<file path="src/rtl/core/psh_pkg.sv">
// Package for the polynomial string hash core: modulus constants, the
// term record passed from the term pipeline to the accumulator, and
// modular reduction helpers. No dependencies.
package psh_pkg;

	localparam int unsigned HASH_W = 30;
	localparam int unsigned CHAR_W = 8;
	localparam int unsigned PROD_W = 38;
	localparam int unsigned FOLD_W = 35;

	localparam logic [HASH_W-1:0] PRIME = 30'd1000000009;
	localparam logic [HASH_W-1:0] POWER_ONE = 30'd1;
	localparam logic [8:0] CHAR_OFFSET = 9'd96;
	// 2^30 mod PRIME, used to fold the bits above bit 29
	localparam logic [HASH_W-1:0] C30 = 30'd73741815;
	// 2^64 mod PRIME, the residue of a wrapped 64-bit sum
	localparam logic [HASH_W-1:0] C64 = 30'((65'd1 << 64) % 65'd1000000009);

	// One reduced term on its way to the accumulator
	typedef struct packed {
		logic              valid;
		logic              last;
		logic              neg;
		logic              big;
		logic [HASH_W-1:0] r;
	} term_t;

	// hi * 2^30 + lo folded to hi * C30 + lo, for hi below 32
	function automatic logic [31:0] fold5(input logic [4:0] hi, input logic [HASH_W-1:0] lo);
		fold5 = 32'(hi) * 32'(C30) + 32'(lo);
	endfunction

	// Reduce a value below 4 * PRIME
	function automatic logic [HASH_W-1:0] red4(input logic [31:0] y);
		logic [31:0] p1;
		logic [31:0] p2;
		logic [31:0] p3;
		p1 = 32'(PRIME);
		p2 = p1 + p1;
		p3 = p2 + p1;
		if (y >= p3) begin
			red4 = 30'(y - p3);
		end else if (y >= p2) begin
			red4 = 30'(y - p2);
		end else if (y >= p1) begin
			red4 = 30'(y - p1);
		end else begin
			red4 = 30'(y);
		end
	endfunction

endpackage

</file>
<file path="src/rtl/core/polynomial_string_hash_core.sv">
// Polynomial string hash core: base-31 rolling hash modulo 1000000009,
// one character per item, the hash out on the last character.
// The result passes the term stages s1 to s4 and the result register before it is valid.
// Throughput: one item per cycle while no result is stalled at the output.
// Reset (arst_n, asynchronous): pipe empty, hash 0, power 1.
module polynomial_string_hash_core (
	input  logic        clk,
	input  logic        arst_n,
	input  logic        s_tvalid,
	output logic        s_tready,
	input  logic [7:0]  s_tdata,  // [7:0] char_code
	input  logic        s_tlast,  // last_char
	output logic        m_tvalid,
	input  logic        m_tready,
	output logic [31:0] m_tdata   // [29:0] string_hash, [31:30] zero
);
	import psh_pkg::*;

	logic              en;
	logic [HASH_W-1:0] power;
	logic [HASH_W-1:0] out_hash;
	term_t             term;

	// Move the whole pipe unless a result is stalled at the output
	assign en       = !m_tvalid || m_tready;
	assign s_tready = en;

	psh_power u_power (
		.clk    (clk),
		.arst_n (arst_n),
		.accept (s_tvalid && en),
		.last   (s_tlast),
		.power  (power)
	);

	psh_term u_term (
		.clk       (clk),
		.arst_n    (arst_n),
		.en        (en),
		.in_valid  (s_tvalid),
		.char_code (s_tdata),
		.last_char (s_tlast),
		.power     (power),
		.term      (term)
	);

	psh_accum u_accum (
		.clk       (clk),
		.arst_n    (arst_n),
		.en        (en),
		.term      (term),
		.out_take  (m_tready),
		.out_valid (m_tvalid),
		.out_hash  (out_hash)
	);

	assign m_tdata = {2'b00, out_hash};

endmodule

</file>
<file path="src/rtl/core/psh_power.sv">
// Running power of the base for the polynomial string hash core.
// Depends on psh_pkg for the modulus constants and reduction helpers.
module psh_power (
	input  logic                 clk,
	input  logic                 arst_n,
	input  logic                 accept,
	input  logic                 last,
	output logic [psh_pkg::HASH_W-1:0] power
);
	import psh_pkg::*;

	logic [HASH_W-1:0] power_q;
	logic [FOLD_W-1:0] times31;
	logic [HASH_W-1:0] power_next;

	// Multiply by 31 as 32p - p, fold the top bits and reduce
	always_comb begin
		times31 = (FOLD_W'(power_q) << 5) - FOLD_W'(power_q);
		power_next = red4(fold5(times31[FOLD_W-1:HASH_W], times31[HASH_W-1:0]));
	end

	// Advance on every accepted item, restart at one after the last character
	always_ff @(posedge clk or negedge arst_n) begin
		if (!arst_n) begin
			power_q <= POWER_ONE;
		end else if (accept) begin
			power_q <= last ? POWER_ONE : power_next;
		end
	end

	assign power = power_q;

endmodule

</file>
<file path="src/rtl/core/psh_term.sv">
// Term pipeline of the polynomial string hash core: input register,
// offset and multiply, two folds and a final reduction modulo the prime.
// Depends on psh_pkg for constants, the term record and reduction helpers.
module psh_term (
	input  logic                       clk,
	input  logic                       arst_n,
	input  logic                       en,
	input  logic                       in_valid,
	input  logic [psh_pkg::CHAR_W-1:0] char_code,
	input  logic                       last_char,
	input  logic [psh_pkg::HASH_W-1:0] power,
	output psh_pkg::term_t             term
);
	import psh_pkg::*;

	logic              v_s1, v_s2, v_s3, v_s4;
	logic              last_s1, last_s2, last_s3, last_s4;
	logic              neg_s2, neg_s3, neg_s4;
	logic              big_s3, big_s4;
	logic [CHAR_W-1:0] char_s1;
	logic [HASH_W-1:0] power_s1;
	logic [PROD_W-1:0] prod_s2;
	logic [FOLD_W-1:0] fold_s3;
	logic [HASH_W-1:0] r_s4;

	logic [8:0]        diff;
	logic              neg;
	logic [CHAR_W-1:0] mag;
	logic [FOLD_W-1:0] fold1;

	// Signed byte minus the offset, split into sign and magnitude
	always_comb begin
		diff = {char_s1[CHAR_W-1], char_s1} - CHAR_OFFSET;
		neg = diff[8];
		mag = neg ? CHAR_W'(-diff) : diff[CHAR_W-1:0];
	end

	// First fold of the product: bits above 29 times 2^30 mod prime
	always_comb begin
		fold1 = FOLD_W'(prod_s2[PROD_W-1:HASH_W]) * FOLD_W'(C30)
			+ FOLD_W'(prod_s2[HASH_W-1:0]);
	end

	// Stage valid bits, advance together when the pipe moves
	always_ff @(posedge clk or negedge arst_n) begin
		if (!arst_n) begin
			v_s1 <= 1'b0;
			v_s2 <= 1'b0;
			v_s3 <= 1'b0;
			v_s4 <= 1'b0;
		end else if (en) begin
			v_s1 <= in_valid;
			v_s2 <= v_s1;
			v_s3 <= v_s2;
			v_s4 <= v_s3;
		end
	end

	// Payload stages
	always_ff @(posedge clk) begin
		if (en) begin
			char_s1  <= char_code;
			last_s1  <= last_char;
			power_s1 <= power;

			prod_s2  <= PROD_W'(mag) * PROD_W'(power_s1);
			neg_s2   <= neg;
			last_s2  <= last_s1;

			fold_s3  <= fold1;
			big_s3   <= prod_s2 >= PROD_W'(PRIME);
			neg_s3   <= neg_s2;
			last_s3  <= last_s2;

			r_s4     <= red4(fold5(fold_s3[FOLD_W-1:HASH_W], fold_s3[HASH_W-1:0]));
			big_s4   <= big_s3;
			neg_s4   <= neg_s3;
			last_s4  <= last_s3;
		end
	end

	assign term.valid = v_s4;
	assign term.last  = last_s4;
	assign term.neg   = neg_s4;
	assign term.big   = big_s4;
	assign term.r     = r_s4;

endmodule

</file>
<file path="src/rtl/core/psh_accum.sv">
// Running hash and result register of the polynomial string hash core.
// Applies the 64-bit wrap of negative terms. Depends on psh_pkg.
module psh_accum (
	input  logic                       clk,
	input  logic                       arst_n,
	input  logic                       en,
	input  psh_pkg::term_t             term,
	input  logic                       out_take,
	output logic                       out_valid,
	output logic [psh_pkg::HASH_W-1:0] out_hash
);
	import psh_pkg::*;

	logic [HASH_W-1:0] hash_q;
	logic [HASH_W-1:0] out_q;
	logic              out_valid_q;
	logic [HASH_W-1:0] hash_next;
	logic [HASH_W:0]   sum;
	logic [HASH_W+2:0] wrap;

	// Next hash: plain add, plain subtract, or residue of the wrapped sum
	always_comb begin
		sum  = (HASH_W+1)'(hash_q) + (HASH_W+1)'(term.r);
		wrap = (HASH_W+3)'(hash_q) + (HASH_W+3)'(C64) - (HASH_W+3)'(term.r);
		if (!term.neg) begin
			hash_next = (sum >= (HASH_W+1)'(PRIME)) ? HASH_W'(sum - (HASH_W+1)'(PRIME))
				: sum[HASH_W-1:0];
		end else if (!term.big && term.r <= hash_q) begin
			hash_next = hash_q - term.r;
		end else if (wrap[HASH_W+2]) begin
			hash_next = HASH_W'(wrap + (HASH_W+3)'(PRIME));
		end else if (wrap >= (HASH_W+3)'(PRIME)) begin
			hash_next = HASH_W'(wrap - (HASH_W+3)'(PRIME));
		end else begin
			hash_next = wrap[HASH_W-1:0];
		end
	end

	// Hold the running hash, clear it after the last character
	always_ff @(posedge clk or negedge arst_n) begin
		if (!arst_n) begin
			hash_q <= '0;
		end else if (en && term.valid) begin
			hash_q <= term.last ? '0 : hash_next;
		end
	end

	// Result valid: set on a finished string, drop when taken
	always_ff @(posedge clk or negedge arst_n) begin
		if (!arst_n) begin
			out_valid_q <= 1'b0;
		end else if (en && term.valid && term.last) begin
			out_valid_q <= 1'b1;
		end else if (out_take) begin
			out_valid_q <= 1'b0;
		end
	end

	// Result data
	always_ff @(posedge clk) begin
		if (en && term.valid && term.last) begin
			out_q <= hash_next;
		end
	end

	assign out_valid = out_valid_q;
	assign out_hash  = out_q;

endmodule

</file>
<file path="config.mk">
export PLATFORM = sky130hd
export DESIGN_NAME = polynomial_string_hash_core
export DESIGN_NICKNAME = d
export VERILOG_FILES = /design/src/rtl/core/psh_pkg.sv /design/src/rtl/core/polynomial_string_hash_core.sv /design/src/rtl/core/psh_power.sv /design/src/rtl/core/psh_term.sv /design/src/rtl/core/psh_accum.sv
export SDC_FILE = /design/constraint.sdc
export NUM_CORES = 2
export LEC_CHECK = 0
export ABC_AREA = 1
export BUFFER_PORTS_ARGS = -buffer_cell sky130_fd_sc_hd__buf_2
export CORE_MARGIN = 3
export CORE_UTILIZATION = 40
export DETAILED_ROUTE_END_ITERATION = 8
export PLACE_DENSITY = 0.58
export SLEW_MARGIN = 30
export SYNTH_ARGS = -nofsm -noshare
export SYNTH_HDL_FRONTEND = slang
export SYNTH_HIERARCHICAL = 1
export SYNTH_SLANG_ARGS = --single-unit
</file>
<file path="constraint.sdc">
create_clock -name clk -period 7.5 [get_ports clk]
set_input_delay 0.375 -clock clk [delete_from_list [all_inputs] [get_ports clk]]
set_output_delay 0.375 -clock clk [all_outputs]
set_load 0.02 [all_outputs]
</file>
### Word-level counts from Yosys, hierarchy flattened

Cells that the tools add are included.

| word-level totals | value |
|---|---|
| word-level logic and storage cells | 79 |
| bits in registers | 245 |
| output and inout port bits | 34 |

| operators by class | value |
|---|---|
| multiplexer cells | 16 |
| order comparisons | 10 |
| multipliers | 4 |
| add/subtract/negate cells | 19 |
| reduce and logical (&&, ||, !) cells | 8 |

Operators with widths:

| operator | count |
|---|---|
| 30-bit two-way mux | 13 |
| 30-bit subtractor (second input constant) | 8 |
| 32-bit by 30-bit adder with 32-bit output | 2 |
| 32-bit by 30-bit >= comparator with 1-bit output (second input constant) | 2 |
| 32-bit by 31-bit >= comparator with 1-bit output (second input constant) | 2 |
| 32-bit >= comparator (second input constant) | 2 |
| 5-bit by 27-bit multiplier with 32-bit output (second input constant) | 2 |
| 38-bit by 30-bit >= comparator with 1-bit output (second input constant) | 1 |
| 8-bit by 30-bit multiplier with 38-bit output | 1 |
| 35-bit by 30-bit adder with 35-bit output | 1 |
| 8-bit by 27-bit multiplier with 35-bit output (second input constant) | 1 |
| 35-bit by 30-bit subtractor with 35-bit output | 1 |
| 33-bit by 30-bit >= comparator with 1-bit output (second input constant) | 1 |
| 31-bit by 30-bit subtractor with 32-bit output | 1 |
| 30-bit by 30-bit adder with 31-bit output | 1 |
| 30-bit by 30-bit adder with 31-bit output (second input constant) | 1 |
| 31-bit by 30-bit >= comparator with 1-bit output (second input constant) | 1 |
| 30-bit adder (second input constant) | 1 |
| 30-bit <= comparator | 1 |
| 30-bit subtractor | 1 |
| 8-bit by 8-bit subtractor with 9-bit output (second input constant) | 1 |
| 8-bit two-way mux | 1 |
| 8-bit negator | 1 |
| 1-bit logical AND | 4 |
| other kinds (4) | 6 |

### Depth between registers and ports, before layout

| logic depth | value |
|---|---|
| depth after elaboration | 8 |
| depth in mapped cells | 50 |
| mapped depth without buffers | 50 |

### Modules after synthesis

Netlist, hierarchy kept.

By module, submodules not included:

| module | area each (um2) | sequential area each (um2) | instances | cells an instance |
|---|---|---|---|---|
| psh_term | 24340.8 | 4604.4 | 1 | 3117 |
| psh_accum | 12433.2 | 1676.6 | 1 | 2110 |
| psh_power | 10318.6 | 752.0 | 1 | 1844 |
| polynomial_string_hash_core | 38.8 | 0.0 | 1 | 7 |

### Worst setup path after synthesis

OpenSTA, ideal clock, no wires.

| timing | value |
|---|---|
| path type | register to register |
| from | register u_power.power_q[16], in the netlist u_power/power[16] |
| to | register u_power.power_q[10], in the netlist u_power/power[10] |
| library setup time | 0.118 ns |
| cell stages (with the launch flop) | 50 |
| slack | 0.561 ns |
| data arrival time | 6.821 ns |
| period minus slack after synthesis | 6.939 ns |
| buffers on the path | 1 |
| cells stage by stage | dfrtp_1 inv_1 ha_1 nand2_1 nor2_1 nand2_1 nor4_1 a21oi_1 o21ai_0 nand2_1 o21ai_0 nand2_1 nand4_1 xor2_1 inv_1 ha_1 inv_1 ha_1 [14 not listed] nand3_1 nand2_1 nand2_2 nor2_1 inv_1 nand2_1 nand2_1 nor2_2 nand2_4 nand2_4 nor2_4 buf_6 nand2_1 nand2_1 nand2_1 nand2_1 nand3_1 nand2_1 |

| on the way | value |
|---|---|
| word-level cells in the longest chain between the ends | 8 |

RTL lines:

| what | RTL line | source |
|---|---|---|
| from (decl) | psh_power.sv:12 | `logic [HASH_W-1:0] power_q;` |
| from (signal assigned) | psh_power.sv:27 | `power_q <= last ? POWER_ONE : power_next;` |
| 35-bit by 30-bit subtractor with 35-bit output * | psh_power.sv:18 | `times31 = (FOLD_W'(power_q) << 5) - FOLD_W'(power_q);` |
| 5-bit by 27-bit multiplier with 32-bit output | psh_pkg.sv:30 | `fold5 = 32'(hi) * 32'(C30) + 32'(lo);` |
| 32-bit by 30-bit adder with 32-bit output * | psh_pkg.sv:30 |  |
| 30-bit subtractor or 32-bit by 30-bit >= comparator with 1-bit output (tied branches) | psh_pkg.sv:46, psh_pkg.sv:45 |  |
| 30-bit two-way mux | psh_pkg.sv:45 | `end else if (y >= p1) begin` |
| 30-bit two-way mux | psh_pkg.sv:43 | `end else if (y >= p2) begin` |
| 30-bit two-way mux * | psh_pkg.sv:41 | `if (y >= p3) begin` |
| 30-bit two-way mux * | psh_power.sv:27 |  |

Every way passes the cells marked *; elsewhere a longest branch is shown, timed or not.
A chain may end at the register's enable or synchronous reset.

### Final worst setup path

| timing | value |
|---|---|
| from | register u_power.power_q[12], in the netlist u_power/power[12] |
| to | register u_power.power_q[16], in the netlist u_power/power[16] |

Same word-level chain as after synthesis.

==> results.toml <==
[global_route]
grt_pass1_vias = 44600
antenna_found_initial = 0
grt_pass1_wl_mm = 254
grt_max_degree = 75
grt.total_usage_pct = 26.5
grt-ovfl-total = 0

[worst_hold_path]
hold_path_depth = 1
min_path_type = "primary input to flop"

[place]
gp_congestion = 0.986
port_buffers = 44
hpwl_mm = 136
dpl_cell_area_mm2 = 0.0508

[timing]
setup_tns_ns = 0
maxSlewViolCount = 0
fmax_mhz = 141
min_period_ns = 7.11
rsz0062_at_grt = "true"
maxSlewHeadroom_pct = 38.2
period_share_pct = 94.7
setup_viol = 0
tightestPinTransition_ns = 0.927
hold_violations = 0
skew_ns = 0.0376

[layout]
layout-drive-gt1-share_pct = 10.8
stdcell_area_mm2 = 0.0528
antenna_cells = 0
final_nets = 8157
syn2layout_area_growth_pct = 12.0

[critical_path]
crit_buf_inv = 6
crit_family = "simple AND/OR/NAND/NOR gates"
critical-path-slowest-cell = "fa_1"
crit_top_cell = "nand2_1"
critical_path_class = "flop to flop"
endpoint_kind = "flop"
critical_path_required_ns = 8.05
critPathArrivalTime_ns = 7.65
startpoint_type = "flop"
rrSetupSlack_ns = 0.39
path_max_fanout = 7
critPathMaxStageDelay_ns = 0.49
cp.depth = 42
r2r_cells = 42

[floorplan]
fp.coreArea_mm2 = 0.117
ios = 47
start_util_pct = 40.4
die_area_mm2 = 0.122
core.rowCount = 125
die_x_um = 349
fp.dieH_um = 349

[detailed_routing]
dr.first_iter.drc_count = 3487
totalWireLength_mm = 162
dr.pass1.iters = 5
wl_per_cell_um = 18.2
drt-vias-per-instance = 5.12
vias = 45500
drc = 0
ant_nets = 0

[clock_tree]
clock_path_buffers = 3
cts.htree.levels = 2
clock_latency_ns = 0.61
cts_tree = "yes"
path_clk_slew_ns = 0.06
clock-sinks = 245
cts_buffers = 37
clockRootBuffer = "clkbuf_16"

[synthesis]
syn_area_mm2 = 0.0471
synth_top_cell_by_area = "nand2_1"
ys_top_cells_by_area = "nand2_1 17%, fa_1 15%, ha_1 12%, edfxtp_1 11%, inv_1 9.7%"
synth-seq-cells = 245
avgSynthCellArea_um2 = 6.66
ys_seq_area_share_pct = 14.9
yosys.area.top_type_share_pct = 17.5
ys_warn_count = 6
synth_cell_types = 75
synth_cells = 7078

[run]
cap_violations = 0

[run_status]
outcome = "finished clean"
[state kept, by name, summed over array words and instances, names as in the netlist, 8 cells and up]
register and cells:
u_accum/hash_q 30, u_accum/out_hash 30, u_power/power 30, u_term/char_s1 8, u_term/fold_s3 35, u_term/power_s1 30
u_term/prod_s2 38, u_term/r_s4 30
[metrics by stage]
step                      hold WS, ns  utilization (%)  setup WS, ns  std cells
after floorplan                0.0794                -         0.561       7079
after global placement          0.387             43.5        -0.166       8802
after detailed placement        0.387             43.6       -0.0991       8803
after CTS                      0.0369             44.7        0.0243       8876
after global routing           0.0489             45.3       -0.0610       8888
final                          0.0795             45.3         0.395       8888
[repair_timing]
item                       in CTS  in global routing
gates resized for setup         4                145
setup buffers                   0                 12
pin swaps                       0                 24
hold endpoints to repair       34                  0
hold buffers                    6                  0
cloned                          0                  0
setup endpoints to repair      22                 34
[Yosys cell counts (all sizes together)]
| master | count |
|---|---|
| a21o | 14 |
| a221oi | 6 |
| o21a | 12 |
| or2 | 14 |
| a31o | 1 |
| nand4 | 89 |
| xor2 | 208 |
| o21ai | 232 |
| a31oi | 16 |
| ha | 449 |
| dfstp | 1 |
| a21boi | 16 |
| nor4 | 13 |
| and2 | 11 |
| buf | 84 |
| a211oi | 2 |
| o21bai | 17 |
| nor4b | 1 |
| nand3 | 502 |
| clkinv | 8 |
| a2111oi | 1 |
| o311ai | 3 |
| xnor2 | 44 |
| edfxtp | 180 |
| dfrtp | 64 |
| conb | 1 |
| a311oi | 2 |
| o221ai | 2 |
| nand3b | 16 |
| o211ai | 17 |
| and3 | 2 |
| nor2 | 706 |
| nor3 | 63 |
| o211a | 1 |
| o22ai | 4 |
| o2111ai | 2 |
| fa | 359 |
| nand2 | 2282 |
| o2111a | 1 |
| clkbuf | 36 |
| inv | 1287 |
| o31ai | 5 |
| a21oi | 304 |
[metal layers]
metal  up-vias  part of all wire (%)  GRT usage, %
met2      1224                    46          44.1
met5         -                     0             0
li1      22600                     -             -
met1     21500                    45          35.6
met3       224                   5.1          2.80
met4         0                   4.0          9.43
[cell type report]
cell class	count	area, um2
clock buffers	43	1000
well taps	1524	1910
flip-flops and latches	245	7040
clock inverters	24	309
repair buffers	338	2590
inverters	1295	4870
multi-input cells	5419	35100
fillers	12300	63700
[path summary, 6_finish.rpt]
| path | start | end |
|---|---|---|
| worst max-delay path | u_power/power[12] | u_power/power[16] |
| worst min register to register | u_term/last_s3 | u_term/last_s4 |
| min in group asynchronous | arst_n | u_power/power[10] |
| max in group asynchronous | arst_n | u_accum/hash_q[0] |
| worst min-delay path | s_tdata[0] | u_term/char_s1[0] |
| worst max register to register | u_power/power[12] | u_power/power[16] |
[layout by cell type (no fill, tap or decap), drive strengths merged, types with 5 or more instances in the layout]
master       count
o211ai          17
bufinv           6
a31oi           16
clkbuf          43
nand3b          16
nand2         2282
fa             359
and2            11
nor3            63
edfxtp         180
a21boi          16
a221oi           6
nor4            13
a21oi          304
nand4           89
o21bai          17
nor2           706
a21o            14
or2             14
nand3          502
buf            332
inv           1289
o21ai          232
o31ai            5
o21a            12
xnor2           44
dlygate4sd3      6
xor2           208
clkinv          20
dfrtp           64
ha             449
[logic make-up after synthesis]
family                   Yosys count  share of synthesized area, %
AND/OR/NAND/NOR                 3699                          33.2
buffers and inverters           1415                          11.9
adder cells (fa/ha/maj)          808                          27.2
XOR/XNOR                         252                          4.91
flip-flops                       245                          14.9
AO/OA/AOI/OAI                    658                          7.95
other                              1                       0.00796
Power is not shown: default switching activity piles up to over one toggle a cycle in this logic, so the estimate is an artifact.
